### src/rtl/stb_pkg.sv
package stb_pkg;

  typedef enum logic [1:0] {
    FUNC_TICK  = 2'd0,
    FUNC_ALLOC = 2'd1,
    FUNC_START = 2'd2,
    FUNC_STOP  = 2'd3
  } func_t;

  typedef enum logic [2:0] {
    KIND_EXPIRY     = 3'd0,
    KIND_ALLOC      = 3'd1,
    KIND_ALLOC_FAIL = 3'd2,
    KIND_ACK        = 3'd3,
    KIND_BAD        = 3'd4
  } kind_t;

  typedef enum logic [1:0] {
    ST_IDLE  = 2'd0,
    ST_READ  = 2'd1,
    ST_EVAL  = 2'd2,
    ST_FLUSH = 2'd3
  } state_t;

  // most expiry transfers reported for one tick
  localparam logic [4:0] MAX_EXP = 5'd16;

  typedef struct packed {
    logic accept;
    logic eval_commit;
    logic flush_load;
  } cmd_t;

  typedef struct packed {
    logic out_free;
    logic any_timers;
    logic eval_stall;
    logic scan_last;
    logic pend_after;
  } sts_t;

endpackage

### src/rtl/stb_if.sv
interface stb_in_if;
  logic        valid;
  logic        ready;
  logic [1:0]  func;
  logic [3:0]  timer_id;
  logic [15:0] period;

  modport source (output valid, output func, output timer_id, output period, input ready);
  modport sink   (input valid, input func, input timer_id, input period, output ready);
endinterface

interface stb_out_if;
  logic       valid;
  logic       ready;
  logic [2:0] kind;
  logic [3:0] timer_index;
  logic       last;

  modport source (output valid, output kind, output timer_index, output last, input ready);
  modport sink   (input valid, input kind, input timer_index, input last, output ready);
endinterface

### src/rtl/stb_ctrl.sv
module stb_ctrl (
  input  logic            clk,
  input  logic            rst_n,
  input  logic            in_valid,
  input  logic [1:0]      func,
  input  stb_pkg::sts_t   sts,
  output logic            in_ready,
  output stb_pkg::cmd_t   cmd,
  output stb_pkg::state_t state
);

  stb_pkg::state_t state_r, state_nxt;

  always_ff @(posedge clk) begin
    if (!rst_n) begin
      state_r <= stb_pkg::ST_IDLE;
    end else begin
      state_r <= state_nxt;
    end
  end

  always_comb begin
    state_nxt       = state_r;
    in_ready        = 1'b0;
    cmd.accept      = 1'b0;
    cmd.eval_commit = 1'b0;
    cmd.flush_load  = 1'b0;
    unique case (state_r)
      stb_pkg::ST_IDLE: begin
        in_ready   = sts.out_free;
        cmd.accept = in_valid && sts.out_free;
        if (cmd.accept && (func == stb_pkg::FUNC_TICK) && sts.any_timers) begin
          state_nxt = stb_pkg::ST_READ;
        end
      end
      stb_pkg::ST_READ: begin
        state_nxt = stb_pkg::ST_EVAL;
      end
      stb_pkg::ST_EVAL: begin
        if (!sts.eval_stall) begin
          cmd.eval_commit = 1'b1;
          if (!sts.scan_last) begin
            state_nxt = stb_pkg::ST_READ;
          end else if (sts.pend_after) begin
            state_nxt = stb_pkg::ST_FLUSH;
          end else begin
            state_nxt = stb_pkg::ST_IDLE;
          end
        end
      end
      stb_pkg::ST_FLUSH: begin
        cmd.flush_load = sts.out_free;
        if (sts.out_free) begin
          state_nxt = stb_pkg::ST_IDLE;
        end
      end
      default: begin
        state_nxt = stb_pkg::ST_IDLE;
      end
    endcase
  end

  assign state = state_r;

endmodule

### src/rtl/stb_datapath.sv
module stb_datapath #(
  parameter int NUM_TIMERS = 16
) (
  input  logic          clk,
  input  logic          rst_n,
  input  stb_pkg::cmd_t cmd,
  input  logic [1:0]    func,
  input  logic [3:0]    timer_id,
  input  logic [15:0]   period,
  input  logic          out_ready,
  output stb_pkg::sts_t sts,
  output logic          out_valid,
  output logic [2:0]    out_kind,
  output logic [3:0]    out_timer_index,
  output logic          out_last
);

  localparam int IDX_W = (NUM_TIMERS > 1) ? $clog2(NUM_TIMERS) : 1;
  localparam int CNT_W = $clog2(NUM_TIMERS + 1);
  localparam int CMP_W = (CNT_W > 4) ? CNT_W : 4;
  localparam int EXT_W = (IDX_W > 4) ? IDX_W : 4;

  logic [15:0] per_mem [NUM_TIMERS];
  logic [15:0] cnt_mem [NUM_TIMERS];
  logic [15:0] per_rd_r, cnt_rd_r;

  logic [NUM_TIMERS-1:0] run_r;
  logic [CNT_W-1:0]      alloc_cnt_r;
  logic [IDX_W-1:0]      idx_r;
  logic [4:0]            n_r;
  logic                  pend_valid_r;
  logic [3:0]            pend_idx_r;
  logic                  out_valid_r;
  logic [2:0]            out_kind_r;
  logic [3:0]            out_index_r;
  logic                  out_last_r;

  stb_pkg::func_t   op;
  logic [CMP_W-1:0] id_ext, cnt_ext;
  logic [EXT_W-1:0] idx_ext;
  logic [IDX_W-1:0] id_addr, alloc_addr, wr_addr;
  logic             id_ok, full, out_free;
  logic             do_alloc, do_start, do_stop, is_tick, acc_nt;
  logic [15:0]      cnt_inc, per_wdata, cnt_wdata;
  logic             per_we, cnt_we;
  logic             running, expired, exp_rep, emit_mid, out_load;
  logic [2:0]       load_kind;
  logic [3:0]       load_index;
  logic             load_last;

  assign op         = stb_pkg::func_t'(func);
  assign id_ext     = CMP_W'(timer_id);
  assign cnt_ext    = CMP_W'(alloc_cnt_r);
  assign idx_ext    = EXT_W'(idx_r);
  assign id_addr    = id_ext[IDX_W-1:0];
  assign alloc_addr = alloc_cnt_r[IDX_W-1:0];
  assign id_ok      = id_ext < cnt_ext;
  assign full       = alloc_cnt_r == CNT_W'(NUM_TIMERS);
  assign out_free   = !out_valid_r || out_ready;

  assign is_tick  = cmd.accept && (op == stb_pkg::FUNC_TICK);
  assign acc_nt   = cmd.accept && (op != stb_pkg::FUNC_TICK);
  assign do_alloc = cmd.accept && (op == stb_pkg::FUNC_ALLOC) && !full;
  assign do_start = cmd.accept && (op == stb_pkg::FUNC_START) && id_ok;
  assign do_stop  = cmd.accept && (op == stb_pkg::FUNC_STOP) && id_ok;

  // scan evaluation on the word read for idx_r
  assign running  = run_r[idx_r];
  assign cnt_inc  = cnt_rd_r + 16'd1;
  assign expired  = running && (cnt_inc >= per_rd_r);
  assign exp_rep  = expired && (n_r < stb_pkg::MAX_EXP);
  assign emit_mid = cmd.eval_commit && exp_rep && pend_valid_r;

  // single write port per store
  always_comb begin
    per_we    = 1'b0;
    cnt_we    = 1'b0;
    wr_addr   = idx_r;
    per_wdata = 16'd0;
    cnt_wdata = 16'd0;
    priority if (do_alloc) begin
      per_we  = 1'b1;
      cnt_we  = 1'b1;
      wr_addr = alloc_addr;
    end else if (do_start) begin
      per_we    = 1'b1;
      cnt_we    = 1'b1;
      wr_addr   = id_addr;
      per_wdata = period;
    end else if (do_stop) begin
      per_we  = 1'b1;
      wr_addr = id_addr;
    end else if (cmd.eval_commit && running) begin
      cnt_we    = 1'b1;
      cnt_wdata = expired ? 16'd0 : cnt_inc;
    end
  end

  always_ff @(posedge clk) begin
    if (per_we) begin
      per_mem[wr_addr] <= per_wdata;
    end
    if (cnt_we) begin
      cnt_mem[wr_addr] <= cnt_wdata;
    end
    per_rd_r <= per_mem[idx_r];
    cnt_rd_r <= cnt_mem[idx_r];
  end

  always_ff @(posedge clk) begin
    if (!rst_n) begin
      run_r        <= '0;
      alloc_cnt_r  <= '0;
      idx_r        <= '0;
      n_r          <= '0;
      pend_valid_r <= 1'b0;
    end else begin
      if (do_alloc) begin
        run_r[alloc_addr] <= 1'b0;
        alloc_cnt_r       <= alloc_cnt_r + CNT_W'(1);
      end
      if (do_start) begin
        run_r[id_addr] <= 1'b1;
      end
      if (do_stop) begin
        run_r[id_addr] <= 1'b0;
      end
      if (is_tick) begin
        idx_r        <= '0;
        n_r          <= '0;
        pend_valid_r <= 1'b0;
      end else if (cmd.eval_commit) begin
        idx_r <= idx_r + IDX_W'(1);
        if (exp_rep) begin
          n_r          <= n_r + 5'd1;
          pend_valid_r <= 1'b1;
        end
      end else if (cmd.flush_load) begin
        pend_valid_r <= 1'b0;
      end
    end
  end

  always_ff @(posedge clk) begin
    if (cmd.eval_commit && exp_rep) begin
      pend_idx_r <= idx_ext[3:0];
    end
  end

  // result selection
  always_comb begin
    load_kind  = stb_pkg::KIND_EXPIRY;
    load_index = pend_idx_r;
    load_last  = 1'b1;
    if (acc_nt) begin
      unique case (op)
        stb_pkg::FUNC_ALLOC: begin
          load_kind  = full ? stb_pkg::KIND_ALLOC_FAIL : stb_pkg::KIND_ALLOC;
          load_index = full ? 4'd0 : cnt_ext[3:0];
        end
        default: begin
          load_kind  = id_ok ? stb_pkg::KIND_ACK : stb_pkg::KIND_BAD;
          load_index = timer_id;
        end
      endcase
    end else if (emit_mid) begin
      load_last = 1'b0;
    end
  end

  assign out_load = acc_nt || emit_mid || cmd.flush_load;

  always_ff @(posedge clk) begin
    if (!rst_n) begin
      out_valid_r <= 1'b0;
    end else if (out_load) begin
      out_valid_r <= 1'b1;
    end else if (out_ready) begin
      out_valid_r <= 1'b0;
    end
  end

  always_ff @(posedge clk) begin
    if (out_load) begin
      out_kind_r  <= load_kind;
      out_index_r <= load_index;
      out_last_r  <= load_last;
    end
  end

  assign sts.out_free   = out_free;
  assign sts.any_timers = alloc_cnt_r != '0;
  assign sts.eval_stall = exp_rep && pend_valid_r && !out_free;
  assign sts.scan_last  = (CNT_W'(idx_r) + CNT_W'(1)) == alloc_cnt_r;
  assign sts.pend_after = pend_valid_r || exp_rep;

  assign out_valid       = out_valid_r;
  assign out_kind        = out_kind_r;
  assign out_timer_index = out_index_r;
  assign out_last        = out_last_r;

endmodule

### src/rtl/software_timer_bank.sv
// bank of periodic timers sharing one tick input
// in_ch carries one operation per transfer: func selects tick, allocate,
// start (timer_id, period) or stop (timer_id)
// out_ch carries result transfers: kind, timer_index and last, where last
// marks the final result caused by one operation
// allocate, start and stop give one result, registered and shown in the cycle
// after the input transfer; the next operation may follow in the next cycle
// if the receiver takes the result; a tick walks the allocated timers one
// at a time, each in a read state (read of the period and count stores) and
// then an evaluate state (update and write back); the final expiry is loaded
// from a flush state, and input is taken again when the scan returns to idle
// a tick with no expiring timer gives no result
// the period and count stores have one read port, which sets the tick rate
// reset clears the allocation count and all running flags; store entries
// are cleared when a timer is allocated, so no clearing pass is needed
// a stalled receiver holds the output register and input is held off while
// a result waits; a tick scan pauses when a further expiry is found while
// one is still pending and the output register is not free
module software_timer_bank #(
  parameter int NUM_TIMERS = 16
) (
  input logic      clk,
  input logic      rst_n,
  stb_in_if.sink   in_ch,
  stb_out_if.source out_ch
);

  stb_pkg::cmd_t   cmd;
  stb_pkg::sts_t   sts;
  stb_pkg::state_t ctrl_state;

  // sequencing of operations and the tick scan
  stb_ctrl u_ctrl (
    .clk      (clk),
    .rst_n    (rst_n),
    .in_valid (in_ch.valid),
    .func     (in_ch.func),
    .sts      (sts),
    .in_ready (in_ch.ready),
    .cmd      (cmd),
    .state    (ctrl_state)
  );

  // timer stores, scan registers and result register
  stb_datapath #(
    .NUM_TIMERS (NUM_TIMERS)
  ) u_datapath (
    .clk             (clk),
    .rst_n           (rst_n),
    .cmd             (cmd),
    .func            (in_ch.func),
    .timer_id        (in_ch.timer_id),
    .period          (in_ch.period),
    .out_ready       (out_ch.ready),
    .sts             (sts),
    .out_valid       (out_ch.valid),
    .out_kind        (out_ch.kind),
    .out_timer_index (out_ch.timer_index),
    .out_last        (out_ch.last)
  );

  // single result operations show their result in the next cycle
  a_single_result : assert property (@(posedge clk) disable iff (!rst_n)
    (in_ch.valid && in_ch.ready && (in_ch.func != stb_pkg::FUNC_TICK)) |=> out_ch.valid)
    else $error("no result after allocate, start or stop");

  // no input transfer while a tick scan is in progress
  a_busy_no_accept : assert property (@(posedge clk) disable iff (!rst_n)
    (ctrl_state != stb_pkg::ST_IDLE) |-> !in_ch.ready)
    else $error("input taken during tick scan");

  // only expiries can be followed by further results
  a_mid_is_expiry : assert property (@(posedge clk) disable iff (!rst_n)
    (out_ch.valid && !out_ch.last) |-> (out_ch.kind == stb_pkg::KIND_EXPIRY))
    else $error("non-final result that is not an expiry");

  // a tick scan stays in flush until its pending expiry can enter the output register
  a_flush_to_idle : assert property (@(posedge clk) disable iff (!rst_n)
    (ctrl_state == stb_pkg::ST_FLUSH && out_ch.valid && !out_ch.ready)
      |=> (ctrl_state == stb_pkg::ST_FLUSH))
    else $error("scan left flush with the final expiry still pending");

endmodule

### src/flat_wrapper.sv
// flat-port wrapper written by rule: the top's interface ports become plain ports
module software_timer_bank_flat 
#(
  parameter int NUM_TIMERS = 16
)
  (clk, rst_n, in_ch_valid, in_ch_func, in_ch_timer_id, in_ch_period, in_ch_ready, out_ch_valid, out_ch_kind, out_ch_timer_index, out_ch_last, out_ch_ready);
  stb_in_if in_ch_i ();
  stb_out_if out_ch_i ();
  input logic clk;
  input logic rst_n;
  input wire logic [$bits(in_ch_i.valid)-1:0] in_ch_valid;
  input wire logic [$bits(in_ch_i.func)-1:0] in_ch_func;
  input wire logic [$bits(in_ch_i.timer_id)-1:0] in_ch_timer_id;
  input wire logic [$bits(in_ch_i.period)-1:0] in_ch_period;
  output wire logic [$bits(in_ch_i.ready)-1:0] in_ch_ready;
  output wire logic [$bits(out_ch_i.valid)-1:0] out_ch_valid;
  output wire logic [$bits(out_ch_i.kind)-1:0] out_ch_kind;
  output wire logic [$bits(out_ch_i.timer_index)-1:0] out_ch_timer_index;
  output wire logic [$bits(out_ch_i.last)-1:0] out_ch_last;
  input wire logic [$bits(out_ch_i.ready)-1:0] out_ch_ready;
  assign in_ch_i.valid = in_ch_valid;
  assign in_ch_i.func = in_ch_func;
  assign in_ch_i.timer_id = in_ch_timer_id;
  assign in_ch_i.period = in_ch_period;
  assign in_ch_ready = in_ch_i.ready;
  assign out_ch_valid = out_ch_i.valid;
  assign out_ch_kind = out_ch_i.kind;
  assign out_ch_timer_index = out_ch_i.timer_index;
  assign out_ch_last = out_ch_i.last;
  assign out_ch_i.ready = out_ch_ready;
  software_timer_bank #(.NUM_TIMERS(NUM_TIMERS)) u_core (.clk(clk), .rst_n(rst_n), .in_ch(in_ch_i), .out_ch(out_ch_i));
endmodule
### config.mk
export PLATFORM = sky130hd
export DESIGN_NAME = software_timer_bank_flat
export DESIGN_NICKNAME = d
export VERILOG_FILES = /design/src/rtl/stb_pkg.sv /design/src/rtl/stb_if.sv /design/src/rtl/stb_ctrl.sv /design/src/rtl/stb_datapath.sv /design/src/rtl/software_timer_bank.sv /design/src/flat_wrapper.sv
export SDC_FILE = /design/constraint.sdc
export NUM_CORES = 1
export LEC_CHECK = 0
export ABC_CLOCK_PERIOD_IN_PS = 9700
export BUFFER_PORTS_ARGS = -buffer_cell sky130_fd_sc_hd__clkbuf_2
export CELL_PAD_IN_SITES_DETAIL_PLACEMENT = 1
export CELL_PAD_IN_SITES_GLOBAL_PLACEMENT = 1
export CORE_MARGIN = 4
export CORE_UTILIZATION = 45
export CTS_CLUSTER_SIZE = 14
export DETAILED_ROUTE_END_ITERATION = 6
export PLACE_DENSITY_LB_ADDON = 0.1
export SLEW_MARGIN = 0
export SYNTH_ARGS = -nofsm -noshare
export SYNTH_HDL_FRONTEND = slang
export SYNTH_SLANG_ARGS = --single-unit
export TNS_END_PERCENT = 10
### constraint.sdc
create_clock -name clk -period 9.7 [get_ports clk]
set_input_delay 0 -clock clk [delete_from_list [all_inputs] [get_ports clk]]
set_output_delay 0 -clock clk [all_outputs]
set_load 0.02 [all_outputs]
# == Yosys cells after proc, flatten, opt, wreduce, memory -nomap -nowiden ==
# Memories as Yosys holds them, arrays and structs flattened. A register that Yosys moved wholly into a read port is not among the register bits.
# Cells that the tools add are included.
# word_totals
wordCells,136
ram_bits,512
n_memories,2
inputBits,26
out_inout_bits,10
ff_bits,46
# mem_list
name,depth,width,read_ports,rd_ports_with_merged_regs,wr,line,text
u_core.u_datapath.cnt_mem,16,16,1,1,1,stb_datapath.sv:24,logic [15:0] cnt_mem [NUM_TIMERS];
u_core.u_datapath.per_mem,16,16,1,1,1,stb_datapath.sv:23,logic [15:0] per_mem [NUM_TIMERS];
# classes
order_cmp,8
reduce_logical,37
addsub,5
bitwise,6
muxes,55
n_eq_ne,12
# op_table
cell,count
$mux W16,12
$and A16 B16 Y16,2
$not A16 Y16,2
$mux W1,25
$mux W4,6
$logic_and A1 B1 Y1,20
$add A16 B1 Y16 const B,1
$ge A16 B16 Y1,1
$or A16 B16 Y16,1
$lt A4 B5 Y1 const B,3
$mux W2,6
$add A5 B1 Y5 const B,2
$demux W1 S4,2
$eq A2 B2 Y1 const B,4
$ge A4 B1 Y1 const B,2
$pmux W2 S4,1
$mux W3,2
$ne A2 B2 Y1 const B,3
$reduce_bool A2 Y1,3
$add A4 B1 Y5 const B,1
$eq A5 B5 Y1,1
$eq A5 B5 Y1 const B,1
$lt A4 B5 Y1,1
$lt A5 B5 Y1 const B,1
other kinds (12),20

# == Logic depth before layout (Yosys ltp) ==
# Gate-level depths: netlist of the first run.
# depth
word_depth,15
ltp_mapped,14

# == By module ==
# From an unflattened synthesis of the first run, not the netlist that was laid out.
# unflattened
cells_unflattened,1231
hier_area_um2,23751.5
# modules_own_cells
mod,n_inst,seq_area_each_um2,cells_each,area_per_inst_um2
stb_datapath,1,17016.3,1216,23616.4
stb_ctrl,1,40.0,15,135.1

# == Worst setup path before layout of the first run ==
# OpenSTA, ideal clock, no wires.
# synth_path
kind,reg2reg
start,"register u_core.u_datapath.cnt_rd_r[2], read port of u_core.u_datapath.cnt_mem"
end,memory u_core.u_datapath.cnt_mem[12][0] (enable)
period_less_slack_ns,4.801
setup_slack_ns,4.899
arrival_time_ns,4.370
n_path_buf,0
stages_incl_launch_ff,14
setup_ns,0.430
cell_sequence,dfxtp_1 > and3_1 > and4_1 > nand3_1 > or4_1 > xnor2_1 > ha_1 > a21oi_1 > o21ai_0 > a31oi_2 > a21oi_1 > a2bb2oi_2 > nand2_1 > nor4_1
# synth_via
elab_chain_cells,15
# synth_lines
element,line,text
"start, declared",stb_datapath.sv:25,"logic [15:0] per_rd_r, cnt_rd_r;"
$add A16 B1 Y16,stb_datapath.sv:69,assign cnt_inc = cnt_rd_r + 16'd1;
$ge A16 B16 Y1,stb_datapath.sv:70,assign expired = running && (cnt_inc >= per_rd_r);
$logic_and A1 B1 Y1,stb_datapath.sv:70,
$logic_and A1 B1 Y1,stb_datapath.sv:71,assign exp_rep = expired && (n_r < stb_pkg::MAX_EXP);
$logic_and A1 B1 Y1 (2 in series),stb_datapath.sv:193,assign sts.eval_stall = exp_rep && pend_valid_r && !out_free;
$mux W1,stb_ctrl.sv:40,if (!sts.eval_stall) begin
$mux W1,stb_ctrl.sv:28,unique case (state_r)
$logic_and A1 B1 Y1,stb_datapath.sv:93,end else if (cmd.eval_commit && running) begin
$mux W1,stb_datapath.sv:93,
$mux W1,stb_datapath.sv:90,end else if (do_stop) begin
$mux W1,stb_datapath.sv:85,end else if (do_start) begin
$mux W1,stb_datapath.sv:81,priority if (do_alloc) begin
$mux W1,stb_datapath.sv:103,if (cnt_we) begin
$mux W1 (implied by the code),stb_datapath.sv:104,cnt_mem[wr_addr] <= cnt_wdata;
"end, declared",stb_datapath.sv:24,
# No other way between the ends.

# == Final worst setup path of the first run ==
# layout_path
start,register u_core.u_datapath.alloc_cnt_r[2]
end,memory u_core.u_datapath.cnt_mem[9][13] (enable)
# layout_via
elab_chain_cells,7
# layout_lines
element,line,text
"start, declared",stb_datapath.sv:28,logic [CNT_W-1:0] alloc_cnt_r;
"start signal, assigned",stb_datapath.sv:120,alloc_cnt_r <= alloc_cnt_r + CNT_W'(1);
$lt A4 B5 Y1,stb_datapath.sv:57,assign id_ok = id_ext < cnt_ext;
$logic_and A1 B1 Y1,stb_datapath.sv:65,assign do_stop = cmd.accept && (op == stb_pkg::FUNC_STOP) && id_ok;
$mux W1,stb_datapath.sv:90,
$mux W1,stb_datapath.sv:85,
$mux W1,stb_datapath.sv:81,
$mux W1,stb_datapath.sv:103,
$mux W1 (implied by the code),stb_datapath.sv:104,
# Parallel ways exist; a longest one is shown, timed or not.

==> impl_metrics.toml, run 1 <==
[status]
status = "finished clean"

[timing]
setup_ws_ns = 4.84
rsz0062_at_grt = "false"
fin_crit_sh = 0.501
fin_crit_ns = 4.86
final_hold_viol_count = 0
holdWs_ns = 0.0797
drv_slew = 0
maxSlewHeadroom = 0.129
setup_tns_ns = 0
finalSetupViolations = 0
fmax_ghz = 0.206
finClkSkew_ns = 0.0365
tightest_slew_ns = 1.30

[detailed_routing]
wl_per_cell_um = 27.8
via_per_inst = 5.89
ant_nets = 0
drtPass1Iterations = 5
drtIter0Drc = 1089
drc = 0
routed-via-count = 12000
drt_wl_total_mm = 56.8

[synth]
synth-main-ff-cell = "edfxtp_1"
synthArstFlopShare = 0
synthesis.area_mm2 = 0.0236
ys_ff_latch = 590
syn_avg_cell_area_um2 = 19.3
yosys.area.top_type_share = 0.665
synth_seq_area_share = 0.721
yosysTopAreaCell = "edfxtp_1"
syn_inst = 1226
synth_fp_nets = 1278
synthTopCellsByArea = "edfxtp_1 67%, mux4_2 16%, dfxtp_1 5.6%"
yosys_warnings = 0
synth_edf_count = 524
yosysUniqueCellTypes = 67

[layout]
n_antenna_cell = 0
final_util = 0.521
syn2layout_area_growth_pct = 13.8
fill_cells = 4606
drive_gt1_frac = 0.270
layout_commonest_cell = "edfxtp_1"
nets = 1368
design_area_mm2 = 0.0269
most-common-layout-cells = "524 x edfxtp_1, 164 x mux4_2, 63 x dfxtp_1"

[global_routing]
grt_usage = 0.204
grt_first_pass_wirelength_mm = 85.1
antenna_found_initial = 2
grt_pass1_vias = 12700
grt_overflow = 0
grt_start_max_net_pins = 116

[die]
die_y_um = 237
io_pins = 36
initial_core_util = 0.457
core_area_mm2 = 0.0517
die_w_um = 237
rows = 83
die_area_mm2 = 0.0563

[clocking]
cts_setup_buffers = 0
clock_latency_ns = 0.64
post_cts_resized = 0
hold_buffers = 27
cts-buffers-inserted = 60
cts.sinks = 590
htree_levels = 2
cts_buffer_depth = 3
cts_tree = "done"
clk_pin_slew_ns = 0.06
root_buffer = "clkbuf_16"

[placement]
gp_congestion = 0.794
hpwl_mm = 34.5
pre_cts_ws_ns = 4.84
port_buffers = 35
place_area_mm2 = 0.0248

[power]
power.density_mw_per_mm2 = 191
ir_worst_vdd_v = 0.000143
p_leak_uw = 0.00920

[setup_path]
endpoint_kind = "register"
timing_worst_setup_path_type = "reg2reg"
critPathRequiredTime_ns = 9.95
cp-start-kind = "register"
path_max_fanout = 31
critical_path_arrival_ns = 5.11

[job]
max-cap-violations = 0

[worst_hold_path]
min_path_type = "in2reg"
cells by family (layout without fill, tap and decap cells):
| logic type | after synthesis | count (layout) | synth area share |
|---|---|---|---|
| compound gates | 112 | 112 | 0.0359 |
| xor+xnor | 26 | 26 | 0.00963 |
| fa+ha+maj | 26 | 26 | 0.0138 |
| buf+inv | 88 | 228 | 0.0160 |
| flops | 590 | 590 | 0.721 |
| mux | 167 | 167 | 0.158 |
| simple gates | 217 | 217 | 0.0458 |
cell usage after synthesis, types with 7 or more instances:
library cell	instances
edfxtp_1	524
mux4_2	164
dfxtp_1	66
nor2_1	50
nand2_1	44
clkbuf_1	31
o21ai_0	27
ha_1	26
nand3_1	26
inv_1	25
nor2b_1	23
nor3_1	22
and3_1	20
xnor2_1	19
a21oi_1	18
buf_2	17
nand2b_1	9
o211a_1	9
buf_1	8
xor2_1	7
per-layer routing:
metal,global-route usage,share of wire,wire [µm]
met1,0.314,0.46,26200
met2,0.308,0.46,26000
met3,0.0310,0.058,3320
met4,0.0563,0.024,1340
met5,0,0,0
critical path: stages (launching register included):
cell and delay (ns):
dfxtp_1 0.59, clkinv_1 0.43, ha_1 0.43, a21oi_1 0.13, o21ai_1 0.14, a221oi_4 0.24
buf_4 0.41, nand2b_1 0.19, a22o_1 0.63, nand3_1 0.41, nor2_2 0.87
power breakdown:
part,internal (µW),leakage (µW),switching (µW)
sequential,2760,0.00594,11.9
combinational,60.9,0.00233,100
clock,1260,0.000927,955
metrics by stage:
stage / instances / total power (µW)
finish: 2046 / 5150
global placement: 1907 / 2980
global route: 2046 / 5330
detailed placement: 1907 / 2980
floorplan: 1226 / 2920
CTS: 2046 / 5210
worst paths after layout:
check | start | to | slack [ns] | depth (start not counted)
worst min-delay path | in_ch_period[13] | u_core.u_datapath.per_mem[2][13]$_DFFE_PP_ | 0.08 | 2
worst max-delay path | u_core.u_datapath.alloc_cnt_r[2]$_SDFFE_PN0P_ | u_core.u_datapath.cnt_mem[9][13]$_DFFE_PP_ | 4.84 | 10
worst min register to register | u_core.u_datapath.run_r[1]$_SDFF_PN0_ | u_core.u_datapath.run_r[1]$_SDFF_PN0_ | 0.52 | 2
worst max register to register | u_core.u_datapath.alloc_cnt_r[2]$_SDFFE_PN0P_ | u_core.u_datapath.cnt_mem[9][13]$_DFFE_PP_ | 4.84 | 10
sequential cells by signal, indices dropped and copies added, names as in the netlist:
register / flops
u_core.u_datapath.alloc_cnt_r: 5
u_core.u_datapath.pend_idx_r: 4
u_core.u_datapath.cnt_rd_r: 16
u_core.u_datapath.cnt_mem: 256
u_core.u_datapath.out_kind: 3
u_core.u_datapath.pend_valid_r: 1
u_core.u_datapath.out_timer_index: 4
u_core.u_datapath.n_r: 5
u_core.u_datapath.per_mem: 256
u_core.u_datapath.run_r: 16
u_core.u_datapath.out_last: 1
u_core.u_ctrl.state: 2
u_core.u_datapath.out_valid: 1
u_core.u_datapath.per_rd_r: 16
u_core.u_datapath.idx_ext: 4
area by class of cell:
type                            count  area [µm²]  area share
Inverter                           27         101     0.00376
Tap cell                          680         851      0.0316
Multi-Input combinational cell    548        6340       0.236
Clock buffer                       89        1690      0.0628
Sequential cell                   590       17100       0.634
Timing Repair Buffer               89         661      0.0245
Clock inverter                     23         206     0.00767
Note: power is estimated with default switching activity, not from simulation.
==> run 2: changes to the inputs <==
--- a/config.mk
+++ b/config.mk
@@ -5,7 +5,7 @@
 export SDC_FILE = /design/constraint.sdc
 export NUM_CORES = 1
 export LEC_CHECK = 0
-export ABC_CLOCK_PERIOD_IN_PS = 9700
+export ABC_CLOCK_PERIOD_IN_PS = 4200
 export BUFFER_PORTS_ARGS = -buffer_cell sky130_fd_sc_hd__clkbuf_2
 export CELL_PAD_IN_SITES_DETAIL_PLACEMENT = 1
 export CELL_PAD_IN_SITES_GLOBAL_PLACEMENT = 1
==> constraint.sdc (replaced) <==
create_clock -name clk -period 4.2 [get_ports clk]
set_input_delay 0 -clock clk [delete_from_list [all_inputs] [get_ports clk]]
set_output_delay 0 -clock clk [all_outputs]
set_load 0.02 [all_outputs]
==> run 2 against run 1 <==
Compared with the run above:
- first-iteration DRC count up 7.3%
- combinational power grew to 2.6 times the previous value
- worst setup slack worse by 4.6 ns
- core utilization grew 1.6 points
- critical path depth is 4 higher
- wire length up 6.0%
- largest cell class unchanged
- highest routed layer unchanged
==> impl_metrics.toml, run 2 (synthesized netlist as in run 1, its figures left out) <==
[detailed_routing]
drtIter0Drc = 1169
drt_wl_total_mm = 60.2
routed-via-count = 12200
via_per_inst = 5.80
ant_nets = 0
drc = 0
drtPass1Iterations = 5
wl_per_cell_um = 28.5

[timing]
drv_slew = 0
rsz0062_at_grt = "false"
maxSlewHeadroom = 0.420
tightest_slew_ns = 0.869
fin_crit_ns = 3.94
fin_crit_sh = 0.939
finalSetupViolations = 0
setup_tns_ns = 0
finClkSkew_ns = 0.0241
final_hold_viol_count = 0
fmax_ghz = 0.254

[die]
initial_core_util = 0.457
rows = 83
io_pins = 36
die_area_mm2 = 0.0563
core_area_mm2 = 0.0517
die_w_um = 237
die_y_um = 237

[layout]
nets = 1427
fin_cells = 2110
reg.largest.list = "u_core.u_datapath.cnt_mem x256, u_core.u_datapath.per_mem x256"
design_area_mm2 = 0.0277
syn2layout_area_growth_pct = 17.3
drive_gt1_frac = 0.307
most-common-layout-cells = "524 x edfxtp_1, 164 x mux4_2, 66 x buf_4"
layout_commonest_cell = "edfxtp_1"

[global_routing]
use_met2 = 0.340
grt_pass1_vias = 12900
grt_usage = 0.215
use_met1 = 0.319
grtUsageMet3 = 0.0359
grt_start_max_net_pins = 82
grt_busiest_layer = "met2"
antenna_found_initial = 1
grt_first_pass_wirelength_mm = 88.9
grt_overflow = 0

[clocking]
clk_pin_slew_ns = 0.06
clock_latency_ns = 0.64
cts_tree = "done"
root_buffer = "clkbuf_16"
cts_setup_buffers = 0
cts-buffers-inserted = 61
cts.sinks = 590
cts_buffer_depth = 3
htree_levels = 2

[placement]
gp_congestion = 0.805
port_buffers = 35
place_area_mm2 = 0.0255
dp_cells = 1969
hpwl_mm = 37.8

[setup_path]
endpoint_kind = "register"
timing_worst_setup_path_type = "reg2reg"
path_max_fanout = 8
cp-start-kind = "register"
critPathRequiredTime_ns = 4.71
critical_path_arrival_ns = 4.46

[power]
power.density_mw_per_mm2 = 438
ir_worst_vdd_v = 0.000372
totalPowerFinal_uw = 12100
p_leak_uw = 0.00962

[worst_hold_path]
min_path_type = "in2reg"

[job]
max-cap-violations = 0

[status]
status = "finished clean"
==> run 2: cell types whose count changed in the layout (fill, tap and decap cells not counted), moves of 2 or more <==
| cell | previous run | this run |
|---|---|---|
| clkbuf_8 | 8 | 6 |
| clkbuf_1 | 21 | 19 |
| clkinv_4 | 0 | 2 |
| clkinvlp_4 | 1 | 3 |
| clkbuf_16 | 60 | 63 |
| inv_16 | 1 | 3 |
| dlygate4sd3_1 | 27 | 23 |
| buf_4 | 26 | 66 |
| buf_12 | 1 | 23 |
| diode_2 | 0 | 2 |
==> run 2: timing repair <==
action	4_1_cts	5_1_grt
setup endpoints to repair	0	24
hold endpoints to repair	190	0
resized for setup	0	2
hold buffers	23	0
==> run 2: path summary, 6_finish.rpt <==
check / from / end / slack (ns) / depth (start not counted)
worst min register to register: u_core.u_datapath.run_r[2]$_SDFF_PN0_ / u_core.u_datapath.run_r[2]$_SDFF_PN0_ / 0.51 / 2
worst max-delay path: u_core.u_datapath.cnt_rd_r[2]$_DFF_P_ / u_core.u_datapath.n_r[3]$_SDFFE_PP0P_ / 0.26 / 14
worst min-delay path: in_ch_period[9] / u_core.u_datapath.per_mem[8][9]$_DFFE_PP_ / 0.03 / 2
worst max register to register: u_core.u_datapath.cnt_rd_r[2]$_DFF_P_ / u_core.u_datapath.n_r[3]$_SDFFE_PP0P_ / 0.26 / 14
==> run 2: worst max-delay path, stage by stage, from the launching register on <==
cell	delay [ns]
dfxtp_1	0.39
and3_1	0.25
and4_1	0.23
nand3_1	0.10
or4_1	0.50
xnor2_1	0.15
ha_1	0.33
nand4_1	0.15
nor3_2	0.30
a31oi_2	0.14
buf_4	0.18
a2111oi_4	0.66
nand4_1	0.20
xor2_1	0.18
nor2_1	0.05
==> run 2: power by group <==
part / leakage (µW) / switching [µW] / internal, µW
clock network: 0.000975 / 2260 / 3070
registers: 0.00594 / 24.2 / 6370
logic: 0.00270 / 254 / 163
total: 0.00962 / 2540 / 9610
==> run 2: layout make-up <==
cell class | count | area (µm²)
Antenna cell | 2 | 5.00
Clock buffer | 88 | 1730
Clock inverter | 28 | 272
Fill cell | 4612 | 24000
Inverter | 27 | 101
Multi-Input combinational cell | 548 | 6360
Sequential cell | 590 | 17100
Tap cell | 680 | 851
Timing Repair Buffer | 147 | 1360
==> run 2: per-stage QoR <==
stage | hold slack (ns) | worst slack [ns] | util
2_1_floorplan | 0.136 | -0.601 | -
3_3_place_gp | 0.412 | 0.295 | 0.493
3_5_place_dp | 0.416 | 0.232 | 0.493
4_1_cts | 0.00154 | 0.203 | 0.536
5_1_grt | 0.0306 | 0.0491 | 0.536
6_report | 0.0332 | 0.256 | 0.537
==> run 2: layer usage <==
layer  part of all wire  wire length, µm
met5                  0                0
met4              0.019             1170
met3              0.048             2890
met2               0.48            28800
met1               0.45            27300
==> run 3: changes to the inputs <==
--- a/config.mk
+++ b/config.mk
@@ -14,6 +14,7 @@
 export CTS_CLUSTER_SIZE = 14
 export DETAILED_ROUTE_END_ITERATION = 6
 export PLACE_DENSITY_LB_ADDON = 0.1
+export RECOVER_POWER = 100
 export SLEW_MARGIN = 0
 export SYNTH_ARGS = -nofsm -noshare
 export SYNTH_HDL_FRONTEND = slang
==> run 3 against run 2 <==
Compared with the run above:
- the flow now finishes with violations (max-capacitance violations, max-slew violations)
- wire length increased by 0.15%
- global-route usage unchanged
- register-to-register slack worse by 0.08 ns
- clock power is essentially flat
- non-clock buffer count is the same
- worst setup slack worse by 0.083 ns
- sequential share of layout area grew 0.76 points
- critical path depth shrank 4
- first-iteration DRC count is 1.2% higher
- critical path type unchanged
==> impl_metrics.toml, run 3 (synthesized netlist as in run 1, its figures left out) <==
[setup_path]
regToRegStartpoint = "u_core.u_datapath.alloc_cnt_r[1]$_SDFFE_PN0P_"
reg2reg_slack_ns = 0.17
max_stage_delay_ns = 0.57
cp-start-kind = "register"
crit_buf_inv = 3
cp_cell_sequence = "inv_1 -> ha_1 -> a311oi_1 -> and2_0 -> a21oi_1 -> a22oi_2 -> clkbuf_4 -> nand2_1 -> nor3_1 -> buf_2"
crit_family = "compound AO/OA/AOI/OAI gates"
reg2reg_to = "u_core.u_datapath.per_mem[11][10]$_DFFE_PP_"
timing_worst_setup_path_type = "reg2reg"
endpoint_kind = "register"
critPathRequiredTime_ns = 4.50
reg2reg_depth = 10
crit_slowest_cell = "a22oi_2"
path_max_fanout = 9
critical_path_arrival_ns = 4.33

[timing]
setup_ws_ns = 0.173
final_hold_viol_count = 0
maxSlewHeadroom = -0.0292
finClkSkew_ns = 0.0245
finalSetupViolations = 0
drv_slew = 51
rsz0062_at_grt = "false"
tightest_slew_ns = 1.54
setup_tns_ns = 0
fin_crit_ns = 4.03
fin_crit_sh = 0.959
fmax_ghz = 0.248

[worst_hold_path]
hold_depth = 2
whs_endpoint = "u_core.u_datapath.per_mem[8][9]$_DFFE_PP_"
hp-start = "in_ch_period[9]"
min_path_type = "in2reg"

[detailed_routing]
drc = 0
drtIter0Drc = 1183
drtPass1Iterations = 5
routed-via-count = 12300
ant_nets = 0
via_per_inst = 5.82
wl_per_cell_um = 28.6
drt_wl_total_mm = 60.3

[die]
core_area_mm2 = 0.0517
rows = 83
die_area_mm2 = 0.0563
initial_core_util = 0.457
io_pins = 36
die_w_um = 237
die_y_um = 237

[power]
p_seq_frac = 0.528
p_leak_uw = 0.00949
clkPwrFrac = 0.439
power_switching_share = 0.208
power.density_mw_per_mm2 = 443
switchingPower_uw = 2530
ir_worst_vdd_v = 0.000372
power_frac_comb = 0.033
p_int_uw = 9600

[layout]
nets = 1427
fill_cells = 4642
regArea_mm2 = 0.0171
reg.largest.list = "u_core.u_datapath.cnt_mem x256, u_core.u_datapath.per_mem x256"
layout_commonest_cell = "edfxtp_1"
syn2layout_area_growth_pct = 15.9
most-common-layout-cells = "524 x edfxtp_1, 164 x mux4_2, 64 x dfxtp_1"
multiInputGateArea_mm2 = 0.00624
drive_gt1_frac = 0.270
design_area_mm2 = 0.0274

[placement]
gp_congestion = 0.805
hpwl_mm = 37.8
pre_cts_ws_ns = 0.232
port_buffers = 35
place_area_mm2 = 0.0255

[global_routing]
grt_start_max_net_pins = 82
grt_pass1_vias = 12900
grt_overflow = 0
grt_first_pass_wirelength_mm = 88.9
antenna_found_initial = 2
grt_usage = 0.215

[clocking]
cts.sinks = 590
cts-buffers-inserted = 61
cts_buffer_depth = 3
cts_tree = "done"
clock_latency_ns = 0.64
cts_setup_buffers = 0
root_buffer = "clkbuf_16"
clk_pin_slew_ns = 0.06
htree_levels = 2

[status]
status = "finished with violations"
violations = "max-capacitance violations, max-slew violations"

[job]
max-cap-violations = 2
run 3: cell count changes in the layout (fill, tap and decap cells not counted), moves of 7 or more:
cell and change:
clkbuf_1 +21, clkbuf_4 +9, nor2_1 +15, nor3_2 -12, nor3_1 +12, buf_12 -7
nor2_2 -15, clkbuf_2 +20, buf_4 -46
run 3: what timing repair did:
action | CTS | global route
resized for setup | 0 | 2
hold buffers | 23 | 0
endpoints found under the hold margin | 190 | 0
endpoints found under the setup margin | 0 | 24
run 3: power by group through the flow:
stage	logic, µW	clock network [µW]	registers, µW
2_1_floorplan	219	0	6520
3_3_place_gp	397	0	6520
3_5_place_dp	400	0	6520
4_1_cts	419	5450	6400
5_1_grt	432	5740	6400
6_report	400	5330	6400
run 3: how the worst max path moves through the flow:
| stage | from | to | cells after the start |
|---|---|---|---|
| 5_1_grt | u_core.u_datapath.alloc_cnt_r[1]$_SDFFE_PN0P_ | u_core.u_datapath.per_mem[12][14]$_DFFE_PP_ | 11 |
| 3_5_place_dp | u_core.u_datapath.cnt_rd_r[2]$_DFF_P_ | u_core.u_datapath.cnt_mem[14][15]$_DFFE_PP_ | 14 |
| 6_report | u_core.u_datapath.alloc_cnt_r[1]$_SDFFE_PN0P_ | u_core.u_datapath.per_mem[11][10]$_DFFE_PP_ | 10 |
| 4_1_cts | u_core.u_datapath.cnt_rd_r[2]$_DFF_P_ | u_core.u_datapath.cnt_mem[14][0]$_DFFE_PP_ | 14 |
| 2_1_floorplan | u_core.u_datapath.cnt_rd_r[2]$_DFF_P_ | u_core.u_datapath.cnt_mem[12][0]$_DFFE_PP_ | 13 |
| 3_3_place_gp | u_core.u_datapath.cnt_rd_r[2]$_DFF_P_ | u_core.u_datapath.cnt_mem[14][15]$_DFFE_PP_ | 14 |
run 3: cell type report:
| class | instances | area share |
|---|---|---|
| Antenna cell | 2 | 0.000183 |
| Clock buffer | 88 | 0.0632 |
| Clock inverter | 28 | 0.00991 |
| Inverter | 27 | 0.00370 |
| Multi-Input combinational cell | 548 | 0.228 |
| Sequential cell | 590 | 0.623 |
| Tap cell | 680 | 0.0311 |
| Timing Repair Buffer | 147 | 0.0415 |
run 3: layer usage:
| metal | GRT usage | vias up | share of wire |
|---|---|---|---|
| li1 | - | 5322 | - |
| met1 | 0.319 | 6578 | 0.45 |
| met2 | 0.340 | 296 | 0.48 |
| met3 | 0.0359 | 74 | 0.049 |
| met4 | 0.0483 | 0 | 0.018 |
| met5 | 0 | - | 0 |
run 3: per-stage QoR:
step           instances  total power (µW)  hold WS [ns]  utilization
3_5_place_dp        1969              6920         0.416        0.493
5_1_grt             2108             12600        0.0306        0.530
6_report            2110             12100        0.0380        0.530
4_1_cts             2108             12300       0.00154        0.536
3_3_place_gp        1969              6920         0.412        0.493
2_1_floorplan       1226              6740         0.136            -
